<file path="src/go_back_n_sender_window_defines.svh">
// Assertion macros for the go-back-n sender window block.
// Used by the top level; no other dependencies.
`ifndef GO_BACK_N_SENDER_WINDOW_DEFINES_SVH
`define GO_BACK_N_SENDER_WINDOW_DEFINES_SVH
`ifndef SYNTH
`define GBNSW_ASSERT(lbl, prop) \
    lbl: assert property (@(posedge clk) disable iff (!rst_n) prop) \
        else $error("gbnsw assertion failed");
`define GBNSW_NEVER(lbl, expr) \
    lbl: assert property (@(posedge clk) disable iff (!rst_n) !(expr)) \
        else $error("gbnsw forbidden condition seen");
`else
`define GBNSW_ASSERT(lbl, prop)
`define GBNSW_NEVER(lbl, expr)
`endif
`endif

</file>
<file path="src/gbnsw_pkg.sv">
// Types and constants shared by the go-back-n sender window modules.
// No dependencies.
package gbnsw_pkg;

    localparam int SEQ_W       = 32;
    localparam int LEN_W       = 16;
    localparam int WIN_W       = 6;
    localparam int CFG_IDX_W   = 2;
    localparam int CFG_W       = 32;
    localparam int TDATA_IN_W  = 48;
    localparam int TDATA_OUT_W = 56;
    localparam int MAX_RESULTS = 32;
    localparam int NRES_W      = 6;

    localparam logic [1:0] OP_SEND     = 2'd0;
    localparam logic [1:0] OP_ACK      = 2'd1;
    localparam logic [1:0] OP_TIMEOUT  = 2'd2;
    localparam logic [1:0] OP_RESERVED = 2'd3;

    localparam logic [1:0] TIMER_NONE  = 2'd0;
    localparam logic [1:0] TIMER_START = 2'd1;
    localparam logic [1:0] TIMER_STOP  = 2'd2;

    localparam logic [CFG_IDX_W-1:0] CFG_SEGMENT_MAX      = 2'd0;
    localparam logic [CFG_IDX_W-1:0] CFG_WINDOW_SEGMENTS  = 2'd1;
    localparam logic [CFG_IDX_W-1:0] CFG_INITIAL_SEQUENCE = 2'd2;
    localparam logic [CFG_IDX_W-1:0] CFG_RESERVED         = 2'd3;

    // One result; packed so that seg_valid sits in the lowest bit.
    typedef struct packed {
        logic             queue_overflow;
        logic [1:0]       timer_action;
        logic [LEN_W-1:0] seg_len;
        logic [SEQ_W-1:0] seg_seq;
        logic             seg_valid;
    } result_t;

    typedef enum logic [6:0] {
        S_IDLE = 7'b0000001,
        S_ENQ  = 7'b0000010,
        S_WRD  = 7'b0000100,
        S_WCHK = 7'b0001000,
        S_PRD  = 7'b0010000,
        S_PCHK = 7'b0100000,
        S_FIN  = 7'b1000000
    } state_t;

endpackage

</file>
<file path="src/gbnsw_ram.sv">
// Generic single-write, single-read RAM with a registered read port.
// No dependencies.
module gbnsw_ram #(
    parameter int WIDTH = 48,
    parameter int DEPTH = 32
) (
    input  logic                                clk,
    input  logic                                we,
    input  logic [(DEPTH > 1 ? $clog2(DEPTH) : 1)-1:0] waddr,
    input  logic [WIDTH-1:0]                    wdata,
    input  logic [(DEPTH > 1 ? $clog2(DEPTH) : 1)-1:0] raddr,
    output logic [WIDTH-1:0]                    rdata
);

    logic [WIDTH-1:0] mem [DEPTH];

    always_ff @(posedge clk)
    begin
        if (we)
        begin
            mem[waddr] <= wdata;
        end
        rdata <= mem[raddr];
    end

endmodule

</file>
<file path="src/go_back_n_sender_window.sv">
// Go-back-n sender window: top level with the control sequencer.
// Depends on gbnsw_pkg, gbnsw_ram and go_back_n_sender_window_defines.svh.
//
// Usage: requests enter on s_tvalid/s_tready, opcode on s_tuser, data_len and
// ack_number on s_tdata. Each request yields one or more results on
// m_tvalid/m_tready/m_tdata; m_tuser is high when a result carries a segment
// and m_tlast marks the final result of a request. Segment sequence numbers
// and lengths sit in a RAM indexed by queue slot; sent flags are registers.
// Every request is accepted in the idle state and ends in the finish state. A
// send first enqueues its segments, then walks the window, reading each
// segment from the RAM and then checking it, until it reaches the window
// limit or the queue tail. A timeout walks like a send without the enqueue.
// An ack purges covered segments from the front, each a RAM read and then a
// check, until the queue is empty or the front is no longer covered.
// The block takes one request at a time; s_tready is high
// only when idle. A result waits in the output register while the next one
// is prepared; if the receiver stalls, the walk stops until it frees up.
// Reset empties the queue and loads default configuration; no clearing pass
// is needed. Configuration writes go through cfg_we/cfg_index/cfg_data.
`include "go_back_n_sender_window_defines.svh"
module go_back_n_sender_window #(
    parameter int QUEUE_DEPTH = 32
) (
    input  logic                               clk,
    input  logic                               rst_n,
    input  logic                               s_tvalid,
    output logic                               s_tready,
    // opcode[1:0]
    input  logic [1:0]                         s_tuser,
    // data_len[15:0], ack_number[47:16]
    input  logic [gbnsw_pkg::TDATA_IN_W-1:0]   s_tdata,
    output logic                               m_tvalid,
    input  logic                               m_tready,
    // seg_valid[0]
    output logic                               m_tuser,
    // seg_seq[31:0], seg_len[47:32], timer_action[49:48], queue_overflow[50],
    // zero fill
    output logic [gbnsw_pkg::TDATA_OUT_W-1:0]  m_tdata,
    output logic                               m_tlast,
    input  logic                               cfg_we,
    input  logic [gbnsw_pkg::CFG_IDX_W-1:0]    cfg_index,
    input  logic [gbnsw_pkg::CFG_W-1:0]        cfg_data
);
    import gbnsw_pkg::*;

    localparam int IDX_W = (QUEUE_DEPTH > 1) ? $clog2(QUEUE_DEPTH) : 1;
    localparam int CNT_W = $clog2(QUEUE_DEPTH + 1);
    localparam logic [CNT_W-1:0] DEPTH_C  = CNT_W'(QUEUE_DEPTH);
    localparam logic [IDX_W-1:0] LAST_IDX = IDX_W'(QUEUE_DEPTH - 1);

    state_t                 state_reg, state_next;
    logic [LEN_W-1:0]       segmax_reg, segmax_next;
    logic [WIN_W-1:0]       winseg_reg, winseg_next;
    logic [SEQ_W-1:0]       base_reg, base_next;
    logic [SEQ_W-1:0]       nseq_reg, nseq_next;
    logic [IDX_W-1:0]       head_reg, head_next;
    logic [CNT_W-1:0]       count_reg, count_next;
    logic [QUEUE_DEPTH-1:0] sent_reg, sent_next;
    logic [LEN_W-1:0]       remain_reg, remain_next;
    logic [SEQ_W-1:0]       limit_reg, limit_next;
    logic [IDX_W-1:0]       ptr_reg, ptr_next;
    logic [CNT_W-1:0]       walk_reg, walk_next;
    logic [NRES_W-1:0]      nres_reg, nres_next;
    logic [1:0]             pend_reg, pend_next;
    logic                   ovf_reg, ovf_next;
    result_t                hold_reg, hold_next;
    logic                   holdv_reg, holdv_next;
    result_t                out_reg, out_next;
    logic                   outv_reg, outv_next;
    logic                   outl_reg, outl_next;

    logic [1:0]             in_opcode;
    logic [LEN_W-1:0]       in_len;
    logic [SEQ_W-1:0]       in_ack;
    logic [LEN_W-1:0]       eff_seg;
    logic [CNT_W:0]         tail_sum;
    logic [IDX_W-1:0]       tail;
    logic [LEN_W-1:0]       piece;
    logic                   ram_we;
    logic [IDX_W-1:0]       ram_raddr;
    logic [LEN_W+SEQ_W-1:0] ram_rdata;
    logic [SEQ_W-1:0]       d_seq;
    logic [LEN_W-1:0]       d_len;
    logic [SEQ_W-1:0]       ack_diff;
    logic [SEQ_W-1:0]       lim_diff;
    logic [SEQ_W-1:0]       cover_diff;
    logic                   out_free;
    logic [1:0]             seg_timer;
    logic                   fin_go;

    assign in_opcode = s_tuser;
    assign in_len    = s_tdata[15:0];
    assign in_ack    = s_tdata[47:16];
    assign eff_seg   = (segmax_reg == '0) ? LEN_W'(1) : segmax_reg;

    // Tail slot: head plus count, wrapped once.
    assign tail_sum = (CNT_W + 1)'(head_reg) + (CNT_W + 1)'(count_reg);
    assign tail = (tail_sum >= (CNT_W + 1)'(QUEUE_DEPTH))
                ? IDX_W'(tail_sum - (CNT_W + 1)'(QUEUE_DEPTH))
                : IDX_W'(tail_sum);
    assign piece = (remain_reg < eff_seg) ? remain_reg : eff_seg;

    assign ram_raddr = (state_reg == S_PRD || state_reg == S_PCHK) ? head_reg : ptr_reg;
    assign d_seq = ram_rdata[SEQ_W-1:0];
    assign d_len = ram_rdata[LEN_W+SEQ_W-1:SEQ_W];

    assign ack_diff   = in_ack - base_reg;
    assign lim_diff   = d_seq - limit_reg;
    assign cover_diff = base_reg - (d_seq + SEQ_W'(d_len));
    assign out_free   = !outv_reg || m_tready;
    assign seg_timer  = (pend_reg != TIMER_NONE) ? pend_reg
                      : ((d_seq == base_reg) ? TIMER_START : TIMER_NONE);
    assign fin_go     = (state_reg == S_FIN) && out_free;

    gbnsw_ram #(
        .WIDTH (LEN_W + SEQ_W),
        .DEPTH (QUEUE_DEPTH)
    ) u_slot_ram (
        .clk   (clk),
        .we    (ram_we),
        .waddr (tail),
        .wdata ({piece, nseq_reg}),
        .raddr (ram_raddr),
        .rdata (ram_rdata)
    );

    always_comb
    begin
        state_next  = state_reg;
        segmax_next = segmax_reg;
        winseg_next = winseg_reg;
        base_next   = base_reg;
        nseq_next   = nseq_reg;
        head_next   = head_reg;
        count_next  = count_reg;
        sent_next   = sent_reg;
        remain_next = remain_reg;
        limit_next  = limit_reg;
        ptr_next    = ptr_reg;
        walk_next   = walk_reg;
        nres_next   = nres_reg;
        pend_next   = pend_reg;
        ovf_next    = ovf_reg;
        hold_next   = hold_reg;
        holdv_next  = holdv_reg;
        out_next    = out_reg;
        outv_next   = outv_reg;
        outl_next   = outl_reg;
        ram_we      = 1'b0;

        if (outv_reg && m_tready)
        begin
            outv_next = 1'b0;
        end

        if (cfg_we)
        begin
            case (cfg_index)
                CFG_SEGMENT_MAX:     segmax_next = cfg_data[LEN_W-1:0];
                CFG_WINDOW_SEGMENTS: winseg_next = cfg_data[WIN_W-1:0];
                CFG_INITIAL_SEQUENCE:
                begin
                    base_next  = cfg_data;
                    nseq_next  = cfg_data;
                    head_next  = '0;
                    count_next = '0;
                    sent_next  = '0;
                end
                default: ;
            endcase
        end

        case (state_reg)
            S_IDLE:
            begin
                if (s_tvalid)
                begin
                    nres_next  = '0;
                    pend_next  = TIMER_NONE;
                    ovf_next   = 1'b0;
                    holdv_next = 1'b0;
                    ptr_next   = head_reg;
                    walk_next  = '0;
                    limit_next = base_reg + SEQ_W'(winseg_reg) * SEQ_W'(eff_seg);
                    case (in_opcode)
                        OP_SEND:
                        begin
                            remain_next = in_len;
                            state_next  = S_ENQ;
                        end
                        OP_ACK:
                        begin
                            if (ack_diff != '0 && !ack_diff[SEQ_W-1])
                            begin
                                base_next  = in_ack;
                                state_next = S_PRD;
                            end
                            else
                            begin
                                state_next = S_FIN;
                            end
                        end
                        OP_TIMEOUT:
                        begin
                            if (count_reg != '0)
                            begin
                                sent_next  = '0;
                                pend_next  = TIMER_START;
                                state_next = S_WRD;
                            end
                            else
                            begin
                                state_next = S_FIN;
                            end
                        end
                        default: state_next = S_FIN;
                    endcase
                end
            end
            S_ENQ:
            begin
                if (remain_reg == '0)
                begin
                    state_next = S_WRD;
                end
                else if (count_reg == DEPTH_C)
                begin
                    ovf_next   = 1'b1;
                    state_next = S_WRD;
                end
                else
                begin
                    ram_we          = 1'b1;
                    sent_next[tail] = 1'b0;
                    count_next      = count_reg + CNT_W'(1);
                    nseq_next       = nseq_reg + SEQ_W'(piece);
                    remain_next     = remain_reg - piece;
                end
            end
            S_WRD:
            begin
                state_next = (walk_reg >= count_reg) ? S_FIN : S_WCHK;
            end
            S_WCHK:
            begin
                // The walk ends at the first segment at or past the window limit.
                if (!lim_diff[SEQ_W-1])
                begin
                    state_next = S_FIN;
                end
                else if (sent_reg[ptr_reg])
                begin
                    ptr_next   = (ptr_reg == LAST_IDX) ? '0 : ptr_reg + IDX_W'(1);
                    walk_next  = walk_reg + CNT_W'(1);
                    state_next = S_WRD;
                end
                else if (nres_reg >= NRES_W'(MAX_RESULTS))
                begin
                    state_next = S_FIN;
                end
                else if (!holdv_reg || out_free)
                begin
                    // The held segment goes out once a newer one proves it is not last.
                    if (holdv_reg)
                    begin
                        out_next  = hold_reg;
                        outv_next = 1'b1;
                        outl_next = 1'b0;
                    end
                    hold_next.queue_overflow = 1'b0;
                    hold_next.timer_action   = seg_timer;
                    hold_next.seg_len        = d_len;
                    hold_next.seg_seq        = d_seq;
                    hold_next.seg_valid      = 1'b1;
                    holdv_next         = 1'b1;
                    sent_next[ptr_reg] = 1'b1;
                    nres_next          = nres_reg + NRES_W'(1);
                    pend_next          = TIMER_NONE;
                    ptr_next   = (ptr_reg == LAST_IDX) ? '0 : ptr_reg + IDX_W'(1);
                    walk_next  = walk_reg + CNT_W'(1);
                    state_next = S_WRD;
                end
            end
            S_PRD:
            begin
                if (count_reg == '0)
                begin
                    pend_next  = TIMER_STOP;
                    state_next = S_FIN;
                end
                else
                begin
                    state_next = S_PCHK;
                end
            end
            S_PCHK:
            begin
                if (cover_diff[SEQ_W-1])
                begin
                    pend_next  = TIMER_START;
                    state_next = S_FIN;
                end
                else
                begin
                    sent_next[head_reg] = 1'b0;
                    head_next  = (head_reg == LAST_IDX) ? '0 : head_reg + IDX_W'(1);
                    count_next = count_reg - CNT_W'(1);
                    state_next = S_PRD;
                end
            end
            S_FIN:
            begin
                if (out_free)
                begin
                    if (holdv_reg)
                    begin
                        out_next = hold_reg;
                    end
                    else
                    begin
                        out_next.timer_action = pend_reg;
                        out_next.seg_len      = '0;
                        out_next.seg_seq      = '0;
                        out_next.seg_valid    = 1'b0;
                    end
                    out_next.queue_overflow = ovf_reg;
                    outv_next  = 1'b1;
                    outl_next  = 1'b1;
                    holdv_next = 1'b0;
                    state_next = S_IDLE;
                end
            end
            default: state_next = S_IDLE;
        endcase
    end

    always_ff @(posedge clk or negedge rst_n)
    begin
        if (!rst_n)
        begin
            state_reg  <= S_IDLE;
            segmax_reg <= LEN_W'(1024);
            winseg_reg <= WIN_W'(8);
            base_reg   <= '0;
            nseq_reg   <= '0;
            head_reg   <= '0;
            count_reg  <= '0;
            sent_reg   <= '0;
            holdv_reg  <= 1'b0;
            outv_reg   <= 1'b0;
            outl_reg   <= 1'b0;
            nres_reg   <= '0;
            pend_reg   <= TIMER_NONE;
            ovf_reg    <= 1'b0;
        end
        else
        begin
            state_reg  <= state_next;
            segmax_reg <= segmax_next;
            winseg_reg <= winseg_next;
            base_reg   <= base_next;
            nseq_reg   <= nseq_next;
            head_reg   <= head_next;
            count_reg  <= count_next;
            sent_reg   <= sent_next;
            holdv_reg  <= holdv_next;
            outv_reg   <= outv_next;
            outl_reg   <= outl_next;
            nres_reg   <= nres_next;
            pend_reg   <= pend_next;
            ovf_reg    <= ovf_next;
        end
    end

    always_ff @(posedge clk)
    begin
        remain_reg <= remain_next;
        limit_reg  <= limit_next;
        ptr_reg    <= ptr_next;
        walk_reg   <= walk_next;
        hold_reg   <= hold_next;
        out_reg    <= out_next;
    end

    assign s_tready = (state_reg == S_IDLE);
    assign m_tvalid = outv_reg;
    assign m_tlast  = outl_reg;
    assign m_tuser  = out_reg.seg_valid;
    assign m_tdata  = TDATA_OUT_W'({out_reg.queue_overflow, out_reg.timer_action,
                                    out_reg.seg_len, out_reg.seg_seq});

    `GBNSW_NEVER(a_count_bound, count_reg > DEPTH_C)
    `GBNSW_NEVER(a_hold_idle, holdv_reg && state_reg == S_IDLE)
    `GBNSW_NEVER(a_purge_nonempty, state_reg == S_PCHK && count_reg == '0)
    `GBNSW_ASSERT(a_result_limit, (state_reg == S_WCHK) |-> (nres_reg <= NRES_W'(MAX_RESULTS)))
    `GBNSW_ASSERT(a_fin_to_idle, fin_go |=> (state_reg == S_IDLE && m_tvalid && m_tlast))

endmodule
</file>
<file path="config.mk">
export PLATFORM = sky130hd
export DESIGN_NAME = go_back_n_sender_window
export DESIGN_NICKNAME = d
export VERILOG_FILES = /design/src/gbnsw_pkg.sv /design/src/gbnsw_ram.sv /design/src/go_back_n_sender_window.sv
export VERILOG_INCLUDE_DIRS = /design/src /design/src/src
export SDC_FILE = /design/constraint.sdc
export NUM_CORES = 2
export LEC_CHECK = 0
export ABC_CLOCK_PERIOD_IN_PS = 15600
export BUFFER_PORTS_ARGS = -buffer_cell sky130_fd_sc_hd__buf_4
export CORE_AREA = 5 5 403 485
export CTS_CLUSTER_SIZE = 14
export DETAILED_ROUTE_END_ITERATION = 8
export DIE_AREA = 0 0 408 490
export SYNTH_ARGS = -nofsm -noshare
export SYNTH_HDL_FRONTEND = slang
export SYNTH_HIERARCHICAL = 1
export SYNTH_SLANG_ARGS = --single-unit
</file>
<file path="constraint.sdc">
create_clock -name clk -period 15.6 [get_ports clk]
set_input_delay 0.78 -clock clk [delete_from_list [all_inputs] [get_ports clk]]
set_output_delay 0.78 -clock clk [all_outputs]
set_load 0.02 [all_outputs]
</file>
* Word-level counts from Yosys, hierarchy flattened *
Memories as Yosys holds them, arrays and structs flattened. A register that Yosys moved wholly into a read port is not among the register bits.
Cells that the tools add are included.

word-level totals
  register bits = 309
  bits in latches = 0
  memory bits (writable) = 1,536
  memory bits (read-only) = 0
  input bits = 89
  output and inout port bits = 60
  logic and storage cells = 263
  memories = 1

cells by class
  add/sub/neg operators = 15
  $mul = 1
  divide/modulo/power cells = 0
  $lt $le $gt $ge = 10
  equality and inequality tests = 32
  shift operators = 0
  multiplexer cells = 135
  bitwise logic cells = 7
  reduce and logical (&&, ||, !) cells = 36

memory list
  memory          words  width  rd ports  clocked after memory_dff  wr ports  line             text
  u_slot_ram.mem  32     48     1         1                         1         gbnsw_ram.sv:15  logic [WIDTH-1:0] mem [DEPTH];

operators with widths
  operator                                       count
  32-bit two-way mux                             23
  52-bit two-way mux                             6
  32-bit one-hot mux with 4 select lines         1
  52-bit one-hot mux with 2 select lines         1
  16-bit two-way mux                             6
  32-bit subtractor                              3
  7-bit two-way mux                              13
  6-bit two-way mux                              14
  5-bit two-way mux                              13
  32-bit by 16-bit adder with 32-bit output      2
  32-bit AND                                     2
  32-bit NOT                                     2
  51-bit two-way mux                             1
  7-bit one-hot mux with 7 select lines          1
  6-bit one-hot mux with 2 select lines          3
  1-bit two-way mux                              33
  32-bit by 22-bit adder with 32-bit output      1
  32-bit == test                                 1
  16-bit logical NOT                             2
  32-bit OR                                      1
  16-bit one-hot mux with 2 select lines         1
  32-bit nonzero test                            1
  6-bit by 16-bit multiplier with 22-bit output  1
  2-bit inequality test (second input constant)  11
  other kinds (50)                               93

* Depth between registers and ports, before layout *
  word-level depth = 12
  gate-level depth with buffers = 26
  mapped depth without buffers = 25

* Modules after synthesis *
Netlist, hierarchy kept.

modules (own cells, without submodules)
  module                   instances  cells an instance  area an instance (um^2)  sequential area each (um^2)
  gbnsw_ram                1          3,364              60,724.5                 47,085.2
  go_back_n_sender_window  1          2,527              24,245.8                 8,541.9

* Least setup slack after synthesis *
OpenSTA, ideal clock, no wires.

  path type = reg2reg
  from = reg segmax_reg[5]
  to = reg remain_reg[14] (data pin)
  setup time = 0.269 ns
  arrival time = 6.195 ns
  data required time = 15.331 ns
  path slack = 9.136 ns
  cell stages (with the launch flop) = 25
  buffers on the path = 1
  period minus slack after synthesis = 6.464 ns
  cell sequence = dfrtp_1 nor4_1 a41oi_1 o21ai_0 nand2b_1 a21oi_1 o21ai_0 a2111oi_0 o21ai_1 clkbuf_1 a21oi_1 ha_1 inv_1 fa_1 a21o_1 a21o_1 a21o_1 a21oi_1 o21ai_0 a211oi_1 nor2_1 or4_1 a31oi_1 xor2_1 o21ai_0

on the way
  word-level cells in the longest chain between the ends = 8

RTL lines
  element                                     line                            text
  from (decl)                                 go_back_n_sender_window.sv:52   logic [LEN_W-1:0] segmax_reg, segmax_next;
  from (signal assigned)                      go_back_n_sender_window.sv:359  segmax_reg <= segmax_next;
  16-bit logical NOT                          go_back_n_sender_window.sv:94   assign eff_seg = (segmax_reg == '0) ? LEN_W'(1) : segmax_reg;
  16-bit two-way mux (*)                      go_back_n_sender_window.sv:94
  16-bit < comparator                         go_back_n_sender_window.sv:101  assign piece = (remain_reg < eff_seg) ? remain_reg : eff_seg;
  16-bit two-way mux (*)                      go_back_n_sender_window.sv:101
  named net piece[0]                          go_back_n_sender_window.sv:78   logic [LEN_W-1:0] piece;
  16-bit subtractor (*)                       go_back_n_sender_window.sv:237  remain_next = remain_reg - piece;
  16-bit two-way mux (*)                      go_back_n_sender_window.sv:226  else if (count_reg == DEPTH_C)
  16-bit two-way mux (*)                      go_back_n_sender_window.sv:222  if (remain_reg == '0)
  16-bit one-hot mux with 2 select lines (*)  go_back_n_sender_window.sv:173  case (state_reg)
  named net remain_next[14]                   go_back_n_sender_window.sv:59   logic [LEN_W-1:0] remain_reg, remain_next;
  to (signal assigned)                        go_back_n_sender_window.sv:377  remain_reg <= remain_next;
  to (decl)                                   go_back_n_sender_window.sv:59

The timed path passes the listed nets; every way through them passes the cells marked *. The select of a mux whose other input is x is not followed.
A chain may end at the register's enable or synchronous reset.

* Worst setup path after layout *
  from = reg segmax_reg[9]
  to = reg nseq_reg[18]

on the way
  word-level cells in the longest chain between the ends = 8

RTL lines
  element                                        line                            text
  16-bit logical NOT                             go_back_n_sender_window.sv:94
  16-bit two-way mux (*)                         go_back_n_sender_window.sv:94
  16-bit < comparator                            go_back_n_sender_window.sv:101
  16-bit two-way mux (*)                         go_back_n_sender_window.sv:101
  named net piece[2]                             go_back_n_sender_window.sv:78
  32-bit by 16-bit adder with 32-bit output (*)  go_back_n_sender_window.sv:236  nseq_next = nseq_reg + SEQ_W'(piece);
  32-bit two-way mux (*)                         go_back_n_sender_window.sv:226
  32-bit two-way mux (*)                         go_back_n_sender_window.sv:222
  32-bit two-way mux (*)                         go_back_n_sender_window.sv:173
  named net nseq_next[18]                        go_back_n_sender_window.sv:55   logic [SEQ_W-1:0] nseq_reg, nseq_next;
  to (signal assigned)                           go_back_n_sender_window.sv:362  nseq_reg <= nseq_next;
  to (decl)                                      go_back_n_sender_window.sv:55

The timed path passes the listed nets; every way through them passes the cells marked *.

==> metrics list <==
- The flow ran to the end, and the final reports show no timing, DRC or antenna violations.
- Post-CTS repair timing setup buffer count: 0
- Path depth of the worst reg2reg path: 22
- Area of the mapped netlist: ~0.085 mm2
- Storage cell area: around 0.056 mm2
* Worst setup path startpoint: segmax_reg[9]
- The internal portion of the total power is 11.0 mW.
- Busiest layer in global routing: met2
* Setup TNS: 0 ns
* Number of sinks driven by the clock tree: roughly 1900
- Sequential cells burn between 40% and 50% of the power.
- Async set-reset flop share out of synthesis: under 10%
- Synthesis produced a netlist whose cell count is around 5900.
- End of the worst register-to-register path: nseq_reg[18]
- For this run, the leading register cell type out of synthesis is edfxtp_1.
- Entering global routing, the biggest net connects 129 pins.
* TritonCTS clock tree: built
- Number of enable-type register cells in the synthesized netlist: 1697
- Reg-to-reg setup timing slack: roughly 8.4 ns
- After the last flow step, the layout net total stands at 6432.
- Final-layout fill cell count: 16200
* Global-route congestion overflow total: 0
- Parity-gate share of the synthesized area counting xor and xnor cells: less than 1%
* Final ANT Viol Nets: 0
* Weighted congestion reported at the end of routability-driven placement: slightly above 0.9
* Number of warning messages in the yosys log: 6
* Layout cell share with drive strength beyond 1: 10.5%
- Flip-flop count of the largest register, all copies and words added: between 1500 and 2000
* Part of the Yosys area used for sequential elements: roughly 65%
* Unrepaired setup endpoints after global routing: no
- Static Leak: 34.9 nW
- In the global route stage, met1 resource usage came out at between 30% and 40%.
- The number of global-route vias before repair is 50200.
* Critical path destination: nseq_reg[18]
- In this run the critical register-to-register path is launched from segmax_reg[9].
- The number of clock buffers added by TritonCTS is ~180.
- In the global route stage, met2 resource usage came out at about two fifths.
* Combinational fraction of design power: around a third
* First-pass GRT wire length: roughly 360000 um
- Area growth from synthesis to layout: 11.3%
- The H-tree generated during clock tree synthesis spans 4 levels.
- The most common cell in the synthesized netlist is edfxtp_1.
- Largest cells by area after synthesis: edfxtp_1 60%, mux2i_1 9.2%, dfrtp_1 4.3%
* Post-detailed-routing wire length: between 200000 and 300000 um
- Final setup fails: 0
- Dividing the final minimum period by the clock period gives a little under half.
- Antenna violations before repair: 11
- Sort of element at the end of the critical path: flip-flop
- For this run, design rule violations remaining after detail routing come to 0.
- The initial utilization of the core area, before any placement, comes to about 45%.
- Critical path class: flip-flop to flip-flop
* PD cells: approximately 180 mW/mm2
- Simple-gate share of the synthesized area: 6.47%
- Total number of placement rows: about 180
* Transition at the pin with the smallest max-transition slack: around 1.3 ns
* Count of state elements after synthesis: between 1500 and 2000
* Drt via density: roughly 6
- The synthesized design spends more area on one cell type than any other, namely edfxtp_1.
* Adder-Cell Fraction of Synth Area: 5.42%
- Largest voltage drop on the vdd net: 144 uV
* Detailed-placement wirelength estimate: 150000 um
- Max capacitance violation total: 0
* Main combinational cell family by area after synthesis: multiplexers
- Switching power as a share of total power: between 30 and 40%
* Chip Width: ~410 um
* Worst slew slack as a fraction of its limit: around 16%
- Type of the tightest min-delay check: input pin to asynchronous set/reset pin
- The clock period could shrink to just over 7 ns.
* Count of buffers inserted at the top-level ports: ~140
- Pin placement for this block handled ~150 I/O pins.
- Violation count after the first detailed-route iteration: around 5000
* GR met3 Demand/Resource: 4.11%
- Average routed wire per standard cell: between 20 and 30 um
* Count of distinct cell types in the synthesized netlist: 92
- Quantity of gates resized following cts: 0
- Kind of start point of the critical path: flip-flop
* Net load switching power: approximately 6.3 mW
* Synthesized area divided by synthesized cell count: approximately 14 um2
- Measured along the y axis, the die boundary spans roughly 490 um.
* First-pass detailed-route iteration total: 6
* Max-slew violation count: 0
- Top-area cell type share of the netlist area: between 50 and 60%
- The clock network accounts for 25.3% of the total power.
- Crit path DAT: approximately 7.9 ns
- Required @ worst endpoint: 16.29 ns
- Cell at the root of the clock tree: clkbuf_16
* Hold Fails Final Rpt: 0
* Hold buffer count at CTS: 0
- Area of combinational cells with multiple inputs: around 0.027 mm2
* Critical path fanouts, max: 34
* Source-to-sink clock delay at the later pin of the worst-skew pair: approximately 0.86 ns
- Complex-gate fraction of the synthesized area: under 10%
- Clock tree buffer depth: 3
* Maximum clock frequency: 140 MHz
- In the synthesized netlist, mux cells make up 10.3% of the area.
* Area inside the core boundary: 0.190 mm2
* Clock edge transition at the registers on the reported setup and hold paths: roughly 0.06 ns
- Clock skew on the completed layout was measured at 0.0716 ns.
* Total number of vias: about 52000
- Synth top cells by count: 1697 x edfxtp_1, 778 x mux2i_1, 355 x nand2_1
- Post-layout util: between 40% and 50%
- The die covers roughly 0.20 mm2.
- Global routing consumed, over all layers together, about a quarter of the routing resources.
==> area by class of cell <==
type | instances | area share, %
Clock buffer | 240 | 5.21
Inverter | 285 | 1.13
Timing Repair Buffer | 243 | 2.03
Multi-Input combinational cell | 3426 | 28.4
Clock inverter | 98 | 1.06
Sequential cell | 1893 | 58.8
Tap cell | 2492 | 3.30
Antenna cell | 6 | 0.0159
==> placed cells by master, fill, tap and decap left out, types with 40 or more instances in the layout <==
master and n:
a22oi_1 148, nor3_1 85, nand3_1 189, ha_1 218, clkbuf_16 185, dfrtp_1 145, a21o_1 40, clkbuf_1 46
a21oi_1 316, o21ai_0 163, nor2b_1 66, fa_1 94, a22o_1 97, inv_1 285, nor2_1 136, and2_1 87
nand2_1 354, buf_4 235, xnor2_1 63, a31oi_1 70, edfxtp_1 1697, mux2i_1 778, dfxtp_1 48
==> worst min path at each step <==
| stage | start | endpoint | slack, ns | cells after the start |
|---|---|---|---|---|
| after floorplan | u_slot_ram/rdata[32] | hold_reg[33] | 0.41 | 0 |
| after global placement | u_slot_ram/rdata[34] | hold_reg[35] | 0.42 | 0 |
| after detailed placement | u_slot_ram/rdata[34] | hold_reg[35] | 0.43 | 0 |
| after CTS | rst_n | state_reg[3] | 0.02 | 1 |
| after global routing | rst_n | state_reg[3] | 0.07 | 1 |
| final | rst_n | state_reg[3] | 0.03 | 1 |
==> cell families after synthesis <==
| group | count (synthesis) |
|---|---|
| buffers and inverters | 576 |
| other | 1 |
| muxes | 848 |
| adders and majority gates | 312 |
| xor gates and xnor gates | 92 |
| and+or+nand+nor | 1125 |
| DFF | 1893 |
| AOI/OAI and AO/OA | 1044 |
==> power groups by stage <==
stage | Combinational, mW | Clock, mW | Sequential, mW
finish | 5.96 | 4.38 | 6.95
global route | 6.50 | 4.66 | 6.97
CTS | 5.92 | 4.46 | 6.95
detailed placement | 5.89 | 0 | 7.05
global placement | 5.82 | 0 | 7.04
floorplan | 4.24 | 0 | 6.73
==> per-stage QoR <==
step / instances / power (mW) / hold slack, ns / instance area [um2] / setup WS [ns]
5_1_grt: 8679 / 18.1 / 0.0720 / 94500 / 7.95
4_1_cts: 8677 / 17.3 / 0.0186 / 94500 / 8.58
3_3_place_gp: 8339 / 12.9 / 0.420 / 88600 / 8.56
3_5_place_dp: 8339 / 12.9 / 0.427 / 88600 / 8.58
6_report: 8683 / 17.3 / 0.0302 / 94600 / 8.44
2_1_floorplan: 5895 / 11.0 / 0.408 / 85000 / 9.14
==> worst max-delay path, cell delays in order, from the launching register on <==
cell and delay (ns):
dfrtp_1 0.48, nor4_1 0.32, a41oi_1 0.44, o21ai_0 0.31, nand2b_1 0.08, a21oi_1 0.14
o21ai_0 0.12, a2111oi_0 0.44, o21ai_1 0.12, buf_4 0.22, mux2_2 0.65, ha_1 0.38
nor2b_1 0.14, o21ai_0 0.20, a21boi_0 0.17, o41ai_1 0.36, o22ai_1 0.16, o41ai_1 0.65
o2111ai_1 0.32, a21oi_1 0.60, nor2_1 0.25, a311oi_1 0.36, nor2_1 0.09
==> metal layers <==
metal / vias up / share of wire (%)
li1: 22600 / -
met1: 26600 / 41
met2: 1899 / 49
met3: 453 / 6.5
met4: 10 / 3.5
met5: - / 0.025
Power figures use the tool's default switching activity.
